===== config.mk =====
export PLATFORM = sky130hd
export DESIGN_NAME = spi_master_shifter_core
export DESIGN_NICKNAME = d
export VERILOG_FILES = /design/src/rtl/core/spims_pkg.sv /design/src/rtl/core/spims_front.sv /design/src/rtl/core/spims_queue.sv /design/src/rtl/core/spims_back.sv /design/src/rtl/core/spi_master_shifter_core.sv
export SDC_FILE = /design/constraint.sdc
export NUM_CORES = 1
export LEC_CHECK = 0
export ABC_AREA = 1
export BUFFER_PORTS_ARGS = -buffer_cell sky130_fd_sc_hd__buf_2
export CAP_MARGIN = 10
export CORE_MARGIN = 2
export CORE_UTILIZATION = 54
export DETAILED_ROUTE_END_ITERATION = 7
export PLACE_DENSITY = 0.73
export SYNTH_ARGS = -nofsm -noshare
export SYNTH_HDL_FRONTEND = slang
export SYNTH_SLANG_ARGS = --single-unit

===== constraint.sdc =====
create_clock -name clk -period 2.9 [get_ports clk]
set_clock_uncertainty 0.05 [all_clocks]
set_input_delay 0.29 -clock clk [delete_from_list [all_inputs] [get_ports clk]]
set_output_delay 0.29 -clock clk [all_outputs]
set_load 0.03 [all_outputs]

===== src/rtl/core/spims_pkg.sv =====
`default_nettype none
package spims_pkg;

	localparam int WORD_BITS   = 8;
	localparam int BITS_W      = $clog2(WORD_BITS + 1);
	localparam int TICK_W      = 16;
	localparam int RX_W        = 8;
	localparam int TX_W        = 8;
	localparam int CFG_IDX_W   = 3;
	localparam int CFG_DATA_W  = 16;
	localparam int QUEUE_DEPTH = 4;
	localparam int QPTR_W      = $clog2(QUEUE_DEPTH);
	localparam int QCNT_W      = $clog2(QUEUE_DEPTH + 1);

	localparam logic [CFG_IDX_W-1:0] REG_CLOCK_POLARITY     = 3'd0;
	localparam logic [CFG_IDX_W-1:0] REG_CLOCK_PHASE        = 3'd1;
	localparam logic [CFG_IDX_W-1:0] REG_LSB_FIRST          = 3'd2;
	localparam logic [CFG_IDX_W-1:0] REG_SELECT_ACTIVE_HIGH = 3'd3;
	localparam logic [CFG_IDX_W-1:0] REG_SELECT_ENABLE      = 3'd4;
	localparam logic [CFG_IDX_W-1:0] REG_HALF_PERIOD        = 3'd5;

	localparam logic [TICK_W-1:0] HALF_PERIOD_RESET = 16'd100;

	typedef enum logic {
		OP_LOAD = 1'b0,
		OP_TICK = 1'b1
	} op_t;

	typedef struct packed {
		op_t             op;
		logic [TX_W-1:0] tx_byte;
		logic            last_byte;
		logic            release_select;
		logic            miso_level;
	} item_t;

endpackage
`default_nettype wire


===== src/rtl/core/spims_front.sv =====
`default_nettype none
module spims_front import spims_pkg::*; (
	input  wire logic            clk,
	input  wire logic            arst_n,
	input  wire logic            req_valid,
	output logic                 req_stall,
	input  wire logic            func,
	input  wire logic [TX_W-1:0] tx_byte,
	input  wire logic            last_byte,
	input  wire logic            release_select,
	input  wire logic            miso_level,
	output logic                 push,
	output item_t                push_item,
	input  wire logic            full
);

	logic  valid_s1;
	item_t item_s1;
	logic  take;

	assign push      = valid_s1 && !full;
	assign req_stall = valid_s1 && full;
	assign take      = req_valid && !req_stall;
	assign push_item = item_s1;

	always_ff @(posedge clk or negedge arst_n) begin
		if (!arst_n) begin
			valid_s1 <= 1'b0;
		end else if (take) begin
			valid_s1 <= 1'b1;
		end else if (push) begin
			valid_s1 <= 1'b0;
		end
	end

	// classify the request
	always_ff @(posedge clk) begin
		if (take) begin
			item_s1.op             <= func ? OP_TICK : OP_LOAD;
			item_s1.tx_byte        <= tx_byte;
			item_s1.last_byte      <= last_byte;
			item_s1.release_select <= release_select;
			item_s1.miso_level     <= miso_level;
		end
	end

endmodule
`default_nettype wire


===== src/rtl/core/spims_queue.sv =====
`default_nettype none
module spims_queue import spims_pkg::*; (
	input  wire logic  clk,
	input  wire logic  arst_n,
	input  wire logic  push,
	input  wire item_t push_item,
	output logic       full,
	input  wire logic  pop,
	output item_t      pop_item,
	output logic       empty
);

	item_t             entry_q [QUEUE_DEPTH];
	logic [QPTR_W-1:0] wr_ptr_q;
	logic [QPTR_W-1:0] rd_ptr_q;
	logic [QCNT_W-1:0] count_q;

	assign full     = count_q == QCNT_W'(QUEUE_DEPTH);
	assign empty    = count_q == '0;
	assign pop_item = entry_q[rd_ptr_q];

	always_ff @(posedge clk or negedge arst_n) begin
		if (!arst_n) begin
			wr_ptr_q <= '0;
			rd_ptr_q <= '0;
			count_q  <= '0;
		end else begin
			if (push) begin
				wr_ptr_q <= wr_ptr_q + QPTR_W'(1);
			end
			if (pop) begin
				rd_ptr_q <= rd_ptr_q + QPTR_W'(1);
			end
			if (push && !pop) begin
				count_q <= count_q + QCNT_W'(1);
			end else if (pop && !push) begin
				count_q <= count_q - QCNT_W'(1);
			end
		end
	end

	always_ff @(posedge clk) begin
		if (push) begin
			entry_q[wr_ptr_q] <= push_item;
		end
	end

	a_no_overflow: assert property (@(posedge clk) disable iff (!arst_n)
		!(push && full && !pop))
		else $error("queue overflow");

	a_no_underflow: assert property (@(posedge clk) disable iff (!arst_n)
		!(pop && empty))
		else $error("queue underflow");

endmodule
`default_nettype wire


===== src/rtl/core/spims_back.sv =====
`default_nettype none
module spims_back import spims_pkg::*; (
	input  wire logic                  clk,
	input  wire logic                  arst_n,
	input  wire logic                  cfg_we,
	input  wire logic [CFG_IDX_W-1:0]  cfg_index,
	input  wire logic [CFG_DATA_W-1:0] cfg_data,
	input  wire logic                  empty,
	input  wire item_t                 pop_item,
	output logic                       pop,
	output logic                       res_valid,
	input  wire logic                  res_stall,
	output logic                       sck_level,
	output logic                       mosi_level,
	output logic                       select_level,
	output logic [RX_W-1:0]            rx_byte,
	output logic                       rx_valid,
	output logic                       busy_res
);

	logic              cpol_q;
	logic              cpha_q;
	logic              lsb_first_q;
	logic              sel_high_q;
	logic              sel_en_q;
	logic [TICK_W-1:0] half_period_q;

	logic [WORD_BITS-1:0] shift_word_q;
	logic [BITS_W-1:0]    bits_left_q;
	logic [TICK_W-1:0]    tick_count_q;
	logic                 second_half_q;
	logic                 sel_asserted_q;
	logic                 clock_level_q;
	logic                 data_level_q;
	logic                 final_pending_q;
	logic                 release_pending_q;
	logic                 res_valid_q;

	logic [WORD_BITS-1:0] shift_word_d;
	logic [BITS_W-1:0]    bits_left_d;
	logic [TICK_W-1:0]    tick_count_d;
	logic                 second_half_d;
	logic                 sel_asserted_d;
	logic                 clock_level_d;
	logic                 data_level_d;
	logic                 final_pending_d;
	logic                 release_pending_d;
	logic [RX_W-1:0]      rx_d;
	logic                 rx_valid_d;

	logic [TICK_W-1:0]    hp;
	logic [TICK_W-1:0]    tick_inc;
	logic [BITS_W-1:0]    bits_dec;
	logic [WORD_BITS-1:0] load_word;
	logic [WORD_BITS-1:0] sample_word;
	logic                 idle_sck;

	assign pop       = !empty && (!res_valid_q || !res_stall);
	assign res_valid = res_valid_q;

	always_ff @(posedge clk or negedge arst_n) begin
		if (!arst_n) begin
			cpol_q        <= 1'b0;
			cpha_q        <= 1'b0;
			lsb_first_q   <= 1'b0;
			sel_high_q    <= 1'b0;
			sel_en_q      <= 1'b1;
			half_period_q <= HALF_PERIOD_RESET;
		end else if (cfg_we) begin
			case (cfg_index)
				REG_CLOCK_POLARITY:     cpol_q        <= cfg_data[0];
				REG_CLOCK_PHASE:        cpha_q        <= cfg_data[0];
				REG_LSB_FIRST:          lsb_first_q   <= cfg_data[0];
				REG_SELECT_ACTIVE_HIGH: sel_high_q    <= cfg_data[0];
				REG_SELECT_ENABLE:      sel_en_q      <= cfg_data[0];
				REG_HALF_PERIOD:        half_period_q <= cfg_data[TICK_W-1:0];
				default: begin
				end
			endcase
		end
	end

	assign hp        = (half_period_q == '0) ? TICK_W'(1) : half_period_q;
	assign tick_inc  = tick_count_q + TICK_W'(1);
	assign bits_dec  = bits_left_q - BITS_W'(1);
	assign idle_sck  = cpol_q;
	assign load_word = WORD_BITS'(pop_item.tx_byte);
	assign sample_word = lsb_first_q
		? ((shift_word_q >> 1) | (WORD_BITS'(pop_item.miso_level) << (WORD_BITS - 1)))
		: ((shift_word_q << 1) | WORD_BITS'(pop_item.miso_level));

	always_comb begin
		shift_word_d      = shift_word_q;
		bits_left_d       = bits_left_q;
		tick_count_d      = tick_count_q;
		second_half_d     = second_half_q;
		sel_asserted_d    = sel_asserted_q;
		clock_level_d     = clock_level_q;
		data_level_d      = data_level_q;
		final_pending_d   = final_pending_q;
		release_pending_d = release_pending_q;
		rx_d              = '0;
		rx_valid_d        = 1'b0;
		case (pop_item.op)
			OP_LOAD: begin
				if (bits_left_q == '0) begin
					shift_word_d      = load_word;
					bits_left_d       = BITS_W'(WORD_BITS);
					tick_count_d      = '0;
					second_half_d     = 1'b0;
					final_pending_d   = pop_item.last_byte;
					release_pending_d = pop_item.release_select;
					sel_asserted_d    = 1'b1;
					clock_level_d     = cpha_q ? !idle_sck : idle_sck;
					data_level_d      = lsb_first_q ? load_word[0] : load_word[WORD_BITS-1];
				end
			end
			OP_TICK: begin
				if (bits_left_q != '0) begin
					tick_count_d = tick_inc;
					if (tick_inc >= hp) begin
						tick_count_d = '0;
						if (!second_half_q) begin
							// sampling edge
							clock_level_d = cpha_q ? idle_sck : !idle_sck;
							shift_word_d  = sample_word;
							if (bits_left_q == BITS_W'(1)) begin
								rx_valid_d = 1'b1;
								rx_d       = RX_W'(sample_word);
							end
							second_half_d = 1'b1;
						end else begin
							second_half_d = 1'b0;
							bits_left_d   = bits_dec;
							if (!cpha_q) begin
								clock_level_d = idle_sck;
							end
							if (bits_dec != '0) begin
								data_level_d = lsb_first_q ? shift_word_q[0]
									: shift_word_q[WORD_BITS-1];
								if (cpha_q) begin
									clock_level_d = !idle_sck;
								end
							end else if (final_pending_q && release_pending_q) begin
								sel_asserted_d = 1'b0;
							end
						end
					end
				end
			end
			default: begin
			end
		endcase
	end

	always_ff @(posedge clk or negedge arst_n) begin
		if (!arst_n) begin
			shift_word_q      <= '0;
			bits_left_q       <= '0;
			tick_count_q      <= '0;
			second_half_q     <= 1'b0;
			sel_asserted_q    <= 1'b0;
			clock_level_q     <= 1'b0;
			data_level_q      <= 1'b0;
			final_pending_q   <= 1'b0;
			release_pending_q <= 1'b0;
			res_valid_q       <= 1'b0;
		end else begin
			if (pop) begin
				shift_word_q      <= shift_word_d;
				bits_left_q       <= bits_left_d;
				tick_count_q      <= tick_count_d;
				second_half_q     <= second_half_d;
				sel_asserted_q    <= sel_asserted_d;
				clock_level_q     <= clock_level_d;
				data_level_q      <= data_level_d;
				final_pending_q   <= final_pending_d;
				release_pending_q <= release_pending_d;
				res_valid_q       <= 1'b1;
			end else if (!res_stall) begin
				res_valid_q <= 1'b0;
			end
		end
	end

	always_ff @(posedge clk) begin
		if (pop) begin
			sck_level    <= clock_level_d;
			mosi_level   <= data_level_d;
			select_level <= sel_en_q && (sel_asserted_d ^ !sel_high_q);
			rx_byte      <= rx_d;
			rx_valid     <= rx_valid_d;
			busy_res     <= bits_left_d != '0;
		end
	end

	a_rx_while_busy: assert property (@(posedge clk) disable iff (!arst_n)
		res_valid_q && rx_valid |-> busy_res)
		else $error("received word reported while not busy");

	a_bits_range: assert property (@(posedge clk) disable iff (!arst_n)
		bits_left_q <= BITS_W'(WORD_BITS))
		else $error("bit count out of range");

	a_idle_first_half: assert property (@(posedge clk) disable iff (!arst_n)
		bits_left_q == '0 |-> !second_half_q)
		else $error("half phase left set while idle");

	a_pop_gives_result: assert property (@(posedge clk) disable iff (!arst_n)
		pop |=> res_valid_q)
		else $error("result lost after pop");

endmodule
`default_nettype wire


===== src/rtl/core/spi_master_shifter_core.sv =====
`default_nettype none
// channel    handshake              payload
// request    req_valid / req_stall  func, tx_byte, last_byte, release_select, miso_level
// result     res_valid / res_stall  sck_level, mosi_level, select_level, rx_byte,
//                                   rx_valid, busy_res
// config     cfg_valid / cfg_ready  cfg_index, cfg_data
//
// one request per cycle sustained unless req_stall or res_stall holds the flow; a result
// passes front register (at the accepting edge), queue, back state update with result register
// the back unit updates the shifter state once per cycle while its result is not stalled, which sets the rate
// reset clears the shifter state and loads register defaults, no clearing pass
// a stalled result holds the back unit; the queue absorbs up to 4 requests meanwhile
module spi_master_shifter_core import spims_pkg::*; (
	input  wire logic                  clk,
	input  wire logic                  arst_n,
	input  wire logic                  req_valid,
	output logic                       req_stall,
	input  wire logic                  func,
	input  wire logic [TX_W-1:0]       tx_byte,
	input  wire logic                  last_byte,
	input  wire logic                  release_select,
	input  wire logic                  miso_level,
	output logic                       res_valid,
	input  wire logic                  res_stall,
	output logic                       sck_level,
	output logic                       mosi_level,
	output logic                       select_level,
	output logic [RX_W-1:0]            rx_byte,
	output logic                       rx_valid,
	output logic                       busy_res,
	input  wire logic                  cfg_valid,
	output logic                       cfg_ready,
	input  wire logic [CFG_IDX_W-1:0]  cfg_index,
	input  wire logic [CFG_DATA_W-1:0] cfg_data
);

	logic  push;
	item_t push_item;
	logic  full;
	logic  pop;
	item_t pop_item;
	logic  empty;
	logic  cfg_we;

	assign cfg_ready = 1'b1;
	assign cfg_we    = cfg_valid && cfg_ready;

	spims_front u_front (
		.clk            (clk),
		.arst_n         (arst_n),
		.req_valid      (req_valid),
		.req_stall      (req_stall),
		.func           (func),
		.tx_byte        (tx_byte),
		.last_byte      (last_byte),
		.release_select (release_select),
		.miso_level     (miso_level),
		.push           (push),
		.push_item      (push_item),
		.full           (full)
	);

	spims_queue u_queue (
		.clk       (clk),
		.arst_n    (arst_n),
		.push      (push),
		.push_item (push_item),
		.full      (full),
		.pop       (pop),
		.pop_item  (pop_item),
		.empty     (empty)
	);

	spims_back u_back (
		.clk          (clk),
		.arst_n       (arst_n),
		.cfg_we       (cfg_we),
		.cfg_index    (cfg_index),
		.cfg_data     (cfg_data),
		.empty        (empty),
		.pop_item     (pop_item),
		.pop          (pop),
		.res_valid    (res_valid),
		.res_stall    (res_stall),
		.sck_level    (sck_level),
		.mosi_level   (mosi_level),
		.select_level (select_level),
		.rx_byte      (rx_byte),
		.rx_valid     (rx_valid),
		.busy_res     (busy_res)
	);

endmodule
`default_nettype wire


Yosys cells after proc, flatten, opt, wreduce, memory -nomap -nowiden
Memory sizes are Yosys's and may differ from the RTL's.
Index checks and enable logic that the tools add are counted.
W data, S select, Z words.
{ "word_totals": {"reg_bits": 89, "ramBits": 48, "elab_cells": 153, "mem_count": 1} }
{ "mem_list": {"columns": ["name", "words", "word_bits", "rd", "rd_clocked_by_memory_dff", "write_ports", "line", "rtl"], "rows": [
  ["u_queue.entry_q", 4, 12, 1, 0, 1, "spims_queue.sv:13", "item_t entry_q [QUEUE_DEPTH];"]
]} }
{ "op_classes": {"add_sub_neg": 6, "order_cmp": 1, "eq_ne": 12, "muxes": 56, "bitwise": 7, "n_reduce_logical": 39} }
{ "ops": {"columns": ["op", "count"], "rows": [
  ["$mux W16", 4],
  ["$mux W8", 5],
  ["$mux W1", 34],
  ["$pmux W16 S2", 1],
  ["$add A16 B1 Y16 const B", 1],
  ["$ge A16 B16 Y1", 1],
  ["$logic_not A16 Y1", 1],
  ["$mux W4", 4],
  ["$pmux W8 S2", 1],
  ["$reduce_and A2 Y1", 6],
  ["$reduce_bool A4 Y1", 3],
  ["$eq A3 B3 Y1 const B", 3],
  ["$logic_not A1 Y1", 9],
  ["$logic_and A1 B1 Y1", 8],
  ["$or A7 B8 Y8", 1],
  ["$or A8 B1 Y8", 1],
  ["$pmux W1 S2", 4],
  ["$pmux W4 S2", 1],
  ["$eq A3 B2 Y1 const B", 2],
  ["$logic_not A3 Y1", 2],
  ["$mux W3", 2],
  ["$ne A2 B2 Y1 const B", 3],
  ["$reduce_and A3 Y1", 2],
  ["$reduce_and A5 Y1", 1],
  ["other kinds (15)", 21]
]} }

Depth between registers and ports, before layout
{ "logic_depth": {"word_depth": 9, "ltp_mapped": 22} }

Hierarchy
From an unflattened synthesis, not the netlist that was laid out.
{ "hier_totals": {"hier_cells": 713, "area_unflattened_um2": 7054.3} }
{ "modules_own_cells": {"columns": ["module", "instances", "cells_per_inst", "area_each_um2", "seq_area_each_um2"], "rows": [
  ["spims_back", 1, 503, 4282.9, 1796.7],
  ["spims_queue", 1, 188, 2347.3, 1616.6],
  ["spims_front", 1, 20, 412.9, 385.4],
  ["spi_master_shifter_core", 1, 2, 11.3, 0.0]
]} }

Worst setup path after synthesis
Ideal clock, no wire load.
{ "synth_path": {"path_type": "reg2reg", "start": "register u_back.tick_count_q[0]", "end": "register u_back.busy_res (data pin)", "setup_ns": 0.254, "arrival_time_ns": 2.374, "required_time_ns": 2.596, "setup_slack_ns": 0.222, "path_stages_with_launch": 22, "path_buffers": 1, "synth_period_minus_slack_ns": 2.678, "cell_sequence": "dfrtp_1 -> ha_1 -> inv_1 -> nor2_4 -> nand3_1 -> xor2_1 -> inv_1 -> ha_1 -> nand2_1 -> inv_1 -> nand2_1 -> nor2_1 -> nor2_1 -> nand2_1 -> nand2_1 -> nand2_1 -> buf_4 -> nand3_1 -> nand3_1 -> o21ai_1 -> nor2_1 -> nand2_1"} }
{ "synth_via": {"elab_chain_cells": 6} }
{ "synth_lines": {"columns": ["element", "line", "rtl"], "rows": [
  ["start, declared", "spims_back.sv:30", "logic [TICK_W-1:0] tick_count_q;"],
  ["start signal, assigned", "spims_back.sv:172", "tick_count_q <= tick_count_d;"],
  ["$add A16 B1 Y16", "spims_back.sv:84", "assign tick_inc = tick_count_q + TICK_W'(1);"],
  ["$ge A16 B16 Y1", "spims_back.sv:121", "if (tick_inc >= hp) begin"],
  ["$mux W4", "spims_back.sv:121", null],
  ["$mux W4", "spims_back.sv:119", "if (bits_left_q != '0) begin"],
  ["$pmux W4 S2", "spims_back.sv:104", "case (pop_item.op)"],
  ["$reduce_bool A4 Y1", "spims_back.sv:193", "busy_res <= bits_left_d != '0;"],
  ["end signal, assigned", "spims_back.sv:193", null],
  ["end, declared", "spims_back.sv:18", "output logic busy_res"]
]} }
Every way passes these cells.
A chain may end at the register's enable or synchronous reset.

Worst setup path in the final report
{ "layout_path": {"start": "register u_back.tick_count_q[4]", "end": "register u_back.busy_res (data pin)"} }
The elaborated chain is that of the path after synthesis.

==> flow_summary.json <==
{
  "grt_usage": 0.225,
  "rows": 40,
  "coreArea_um2": 12100,
  "p_int_w": 0.00496,
  "final_max_slew_viol_count": 0,
  "start_util": 0.555,
  "syn-instance-count": 699,
  "slowest_delay_ns": 0.38,
  "gp_congestion": 0.962,
  "violations": "negative hold slack, negative setup slack",
  "vdd_drop_max_mv": 0.601,
  "synth_area_leaders": "edfxtp_1 (33%), dfrtp_1 (22%), nand2_1 (7.7%), ha_1 (5.4%), inv_1 (4.7%)",
  "post-dp-hpwl_um": 9370,
  "antenna_found_initial": 0,
  "crit_chain": "inv_2 > buf_4 > nor4_4 > buf_4 > nand4_1 > nand2_2 > inv_2 > ha_4 > nand4_1 > nor3_2 > nand2_2 > nand2_4 > buf_6 > nand3_4 > nand3_2 > o21ai_1 > nor2_1 > nand2_1",
  "avgSynthCellArea_um2": 9.58,
  "diodes": 0,
  "fin_nets": 866,
  "clk_pin_slew_worst_paths_ns": 0.06,
  "totalWireLength_um": 14300,
  "syn_area_um2": 6700,
  "place_ws_ns": -0.112,
  "grt_pass1_vias": 5092,
  "setup_viol": 7,
  "first_pass_iters": 5,
  "fin_crit_sh": 1.03,
  "startpoint_type": "register",
  "synth_top_cell_area_share": 0.327,
  "instances_no_fill": 980,
  "synthFlopType": "edfxtp_1",
  "synthTopCellsByCount": "nand2_1 (137), inv_1 (83), nor2_1 (74), edfxtp_1 (73), o21ai_0 (62)",
  "ctsRootBufferMaster": "clkbuf_16",
  "areaGrowthSynthToFinish_pct": 24.2,
  "tightest_slew_ns": 0.929,
  "max_freq_mhz": 336,
  "post-route-drc-count": 0,
  "critPathKind": "register to register",
  "die_width_um": 115,
  "synth_most_common_cell": "nand2_1",
  "final_hold_viol_count": 7,
  "p_sw_frac": 0.394,
  "h-tree-depth": 4,
  "grt_pass1_wl_um": 23200,
  "synth_async_sr_flop_share": 0.467,
  "setup_tns_ns": -0.201,
  "ys_ff_latch": 137,
  "whs_ns": -0.0156,
  "grt_max_degree": 65,
  "vias": 5173,
  "ys_warn_count": 0,
  "status": "finished, violations left",
  "clk_path_buf_depth": 2,
  "p_switching_w": 0.00323,
  "cts_sinks": 137,
  "dieHeight_um": 115,
  "path_max_fanout": 8,
  "fillers": 849,
  "drive_above_1_share": 0.251,
  "power.share.sequential": 0.362,
  "cap_violations": 0,
  "port_buffers": 50,
  "num_io_pins": 52,
  "clock_latency_ns": 0.42,
  "arrival_ns": 3.10,
  "synth_edf_count": 73,
  "final.min_clock_period_ns": 2.98,
  "synth_top_cell_by_area": "edfxtp_1",
  "ff2ff_setup_slack_ns": -0.08,
  "yosysSeqAreaShare": 0.567,
  "cts_tree": "yes",
  "timing.critical_path.buf_inv": 5,
  "slew_headroom": 0.379,
  "ant_nets": 0,
  "synth.net_count": 765,
  "worstSetupEndpointType": "register",
  "vias_per_cell": 5.28,
  "rsz0062_at_grt": "true",
  "path_delay_family": "simple AND/OR/NAND/NOR gates",
  "ys_types": 44,
  "critical-path-slowest-cell": "dfrtp_1",
  "post_drt_wl_per_cell_um": 14.6,
  "fp.dieArea_um2": 13300,
  "p_leak_nw": 3.78,
  "power.clock.fraction": 0.256,
  "power_density_nw_per_um2": 984,
  "placed_cells": 921,
  "p_comb_frac": 0.382,
  "fin_ws_ns": -0.0793,
  "grt-ovfl-total": 0,
  "cts-buffers-inserted": 17,
  "drt-initial-drc-count": 345,
  "cp.required_ns": 3.02,
  "hold_class": "input pin to async pin"
}
[layer usage]
metal  up-vias  wire length, um  track usage
met5         -                0            0
met4         0              235       0.0747
met3        23              697       0.0580
met2       143             7090        0.375
met1      2473             6320        0.288
li1       2534                -            -
[metrics by stage]
stage | total power, W | instance area (um^2) | util
after floorplan | 0.00512 | 6700 | -
after global placement | 0.00581 | 7240 | 0.600
after detailed placement | 0.00594 | 7240 | 0.600
after CTS | 0.00814 | 8090 | 0.671
after global routing | 0.00873 | 8320 | 0.690
final | 0.00818 | 8320 | 0.690
[worst paths after layout]
path                                                     from                                  end  cells after the start
max                        u_back.tick_count_q[4]$_DFFE_PN0P_            u_back.busy_res$_DFFE_PP_                     18
min                                                    arst_n  u_back.half_period_q[4]$_DFFE_PN0P_                      2
max reg2reg                u_back.tick_count_q[4]$_DFFE_PN0P_            u_back.busy_res$_DFFE_PP_                     18
min reg2reg                 u_back.sel_asserted_q$_DFFE_PN0P_    u_back.sel_asserted_q$_DFFE_PN0P_                      2
max in group asynchronous                              arst_n      u_queue.wr_ptr_q[0]$_DFFE_PN0P_                      2
min in group clk                                    res_stall         u_back.res_valid$_DFFE_PN0P_                      3
[layout make-up]
class                   count  area (um^2)  share of cell area
clock buffers              18          429              0.0516
clock inverters            13          146              0.0176
inverters                  94          375              0.0451
multi-input cells         446         2670               0.321
flip-flops and latches    137         3800               0.457
well taps                 168          210              0.0253
repair buffers            104          689              0.0829
[cells in the final DEF (no fill, tap or decap), types with 4 or more instances in the layout]
cell and instances:
a21oi_1 28, buf_2 50, buf_4 41, clkbuf_16 17
clkinv_4 4, dfrtp_1 60, dfstp_2 4, dlygate4sd3_1 12
edfxtp_1 73, ha_1 24, ha_4 4, inv_1 76
inv_2 11, inv_4 6, nand2_1 124, nand2_2 14
nand3_1 18, nand3_2 8, nand4_1 7, nor2_1 70
nor2_4 5, nor3_1 4, nor4_1 4, o21ai_0 56
o21ai_1 9, o21ai_2 6, o22ai_1 19, xor2_1 10
[power groups by stage]
stage	logic, W	registers, W	clock network (W)
after floorplan	0.00210	0.00302	0
after CTS	0.00305	0.00296	0.00213
after global routing	0.00350	0.00302	0.00222
final	0.00312	0.00296	0.00210
after global placement	0.00286	0.00295	0
after detailed placement	0.00296	0.00298	0
[flip-flops by register name, indices dropped and copies added (netlist names), 2 cells and up]
register              flops
u_queue.rd_ptr_q          2
u_back.half_period_q     16
u_front.push_item        12
u_queue.entry_q          48
u_back.bits_left_q        4
u_back.tick_count_q      16
u_back.rx_byte            8
u_back.shift_word_q       8
u_queue.count_q           3
u_queue.wr_ptr_q          2
[worst register-to-register path, stage by stage, from the launching register on]
cell and delay (ns):
dfrtp_1 0.38, inv_2 0.05, buf_4 0.15, nor4_4 0.34, buf_4 0.19, nand4_1 0.13, nand2_2 0.12, inv_2 0.05
ha_4 0.26, nand4_1 0.11, nor3_2 0.15, nand2_2 0.09, nand2_4 0.13, buf_6 0.13, nand3_4 0.07, nand3_2 0.09
o21ai_1 0.09, nor2_1 0.11, nand2_1 0.06
[kinds of logic after synthesis]
| group | count (synthesis) | share of synthesized area |
|---|---|---|
| adder cells (fa/ha/maj) | 30 | 0.0572 |
| other | 1 | 0.000560 |
| AO/OA/AOI/OAI | 128 | 0.105 |
| buffers and inverters | 116 | 0.0719 |
| AND/OR/NAND/NOR | 271 | 0.177 |
| flip-flops | 137 | 0.567 |
| multiplexers | 2 | 0.00318 |
| XOR/XNOR | 14 | 0.0183 |
[repair_timing]
item / CTS / global route
setup endpoints to repair: 33 / 45
setup buffers: 8 / 8
pin swaps: 15 / 36
hold buffers: 12 / 0
endpoints found under the hold margin: 12 / 0
resized for setup: 24 / 44
(Power assumes the default switching activity.)
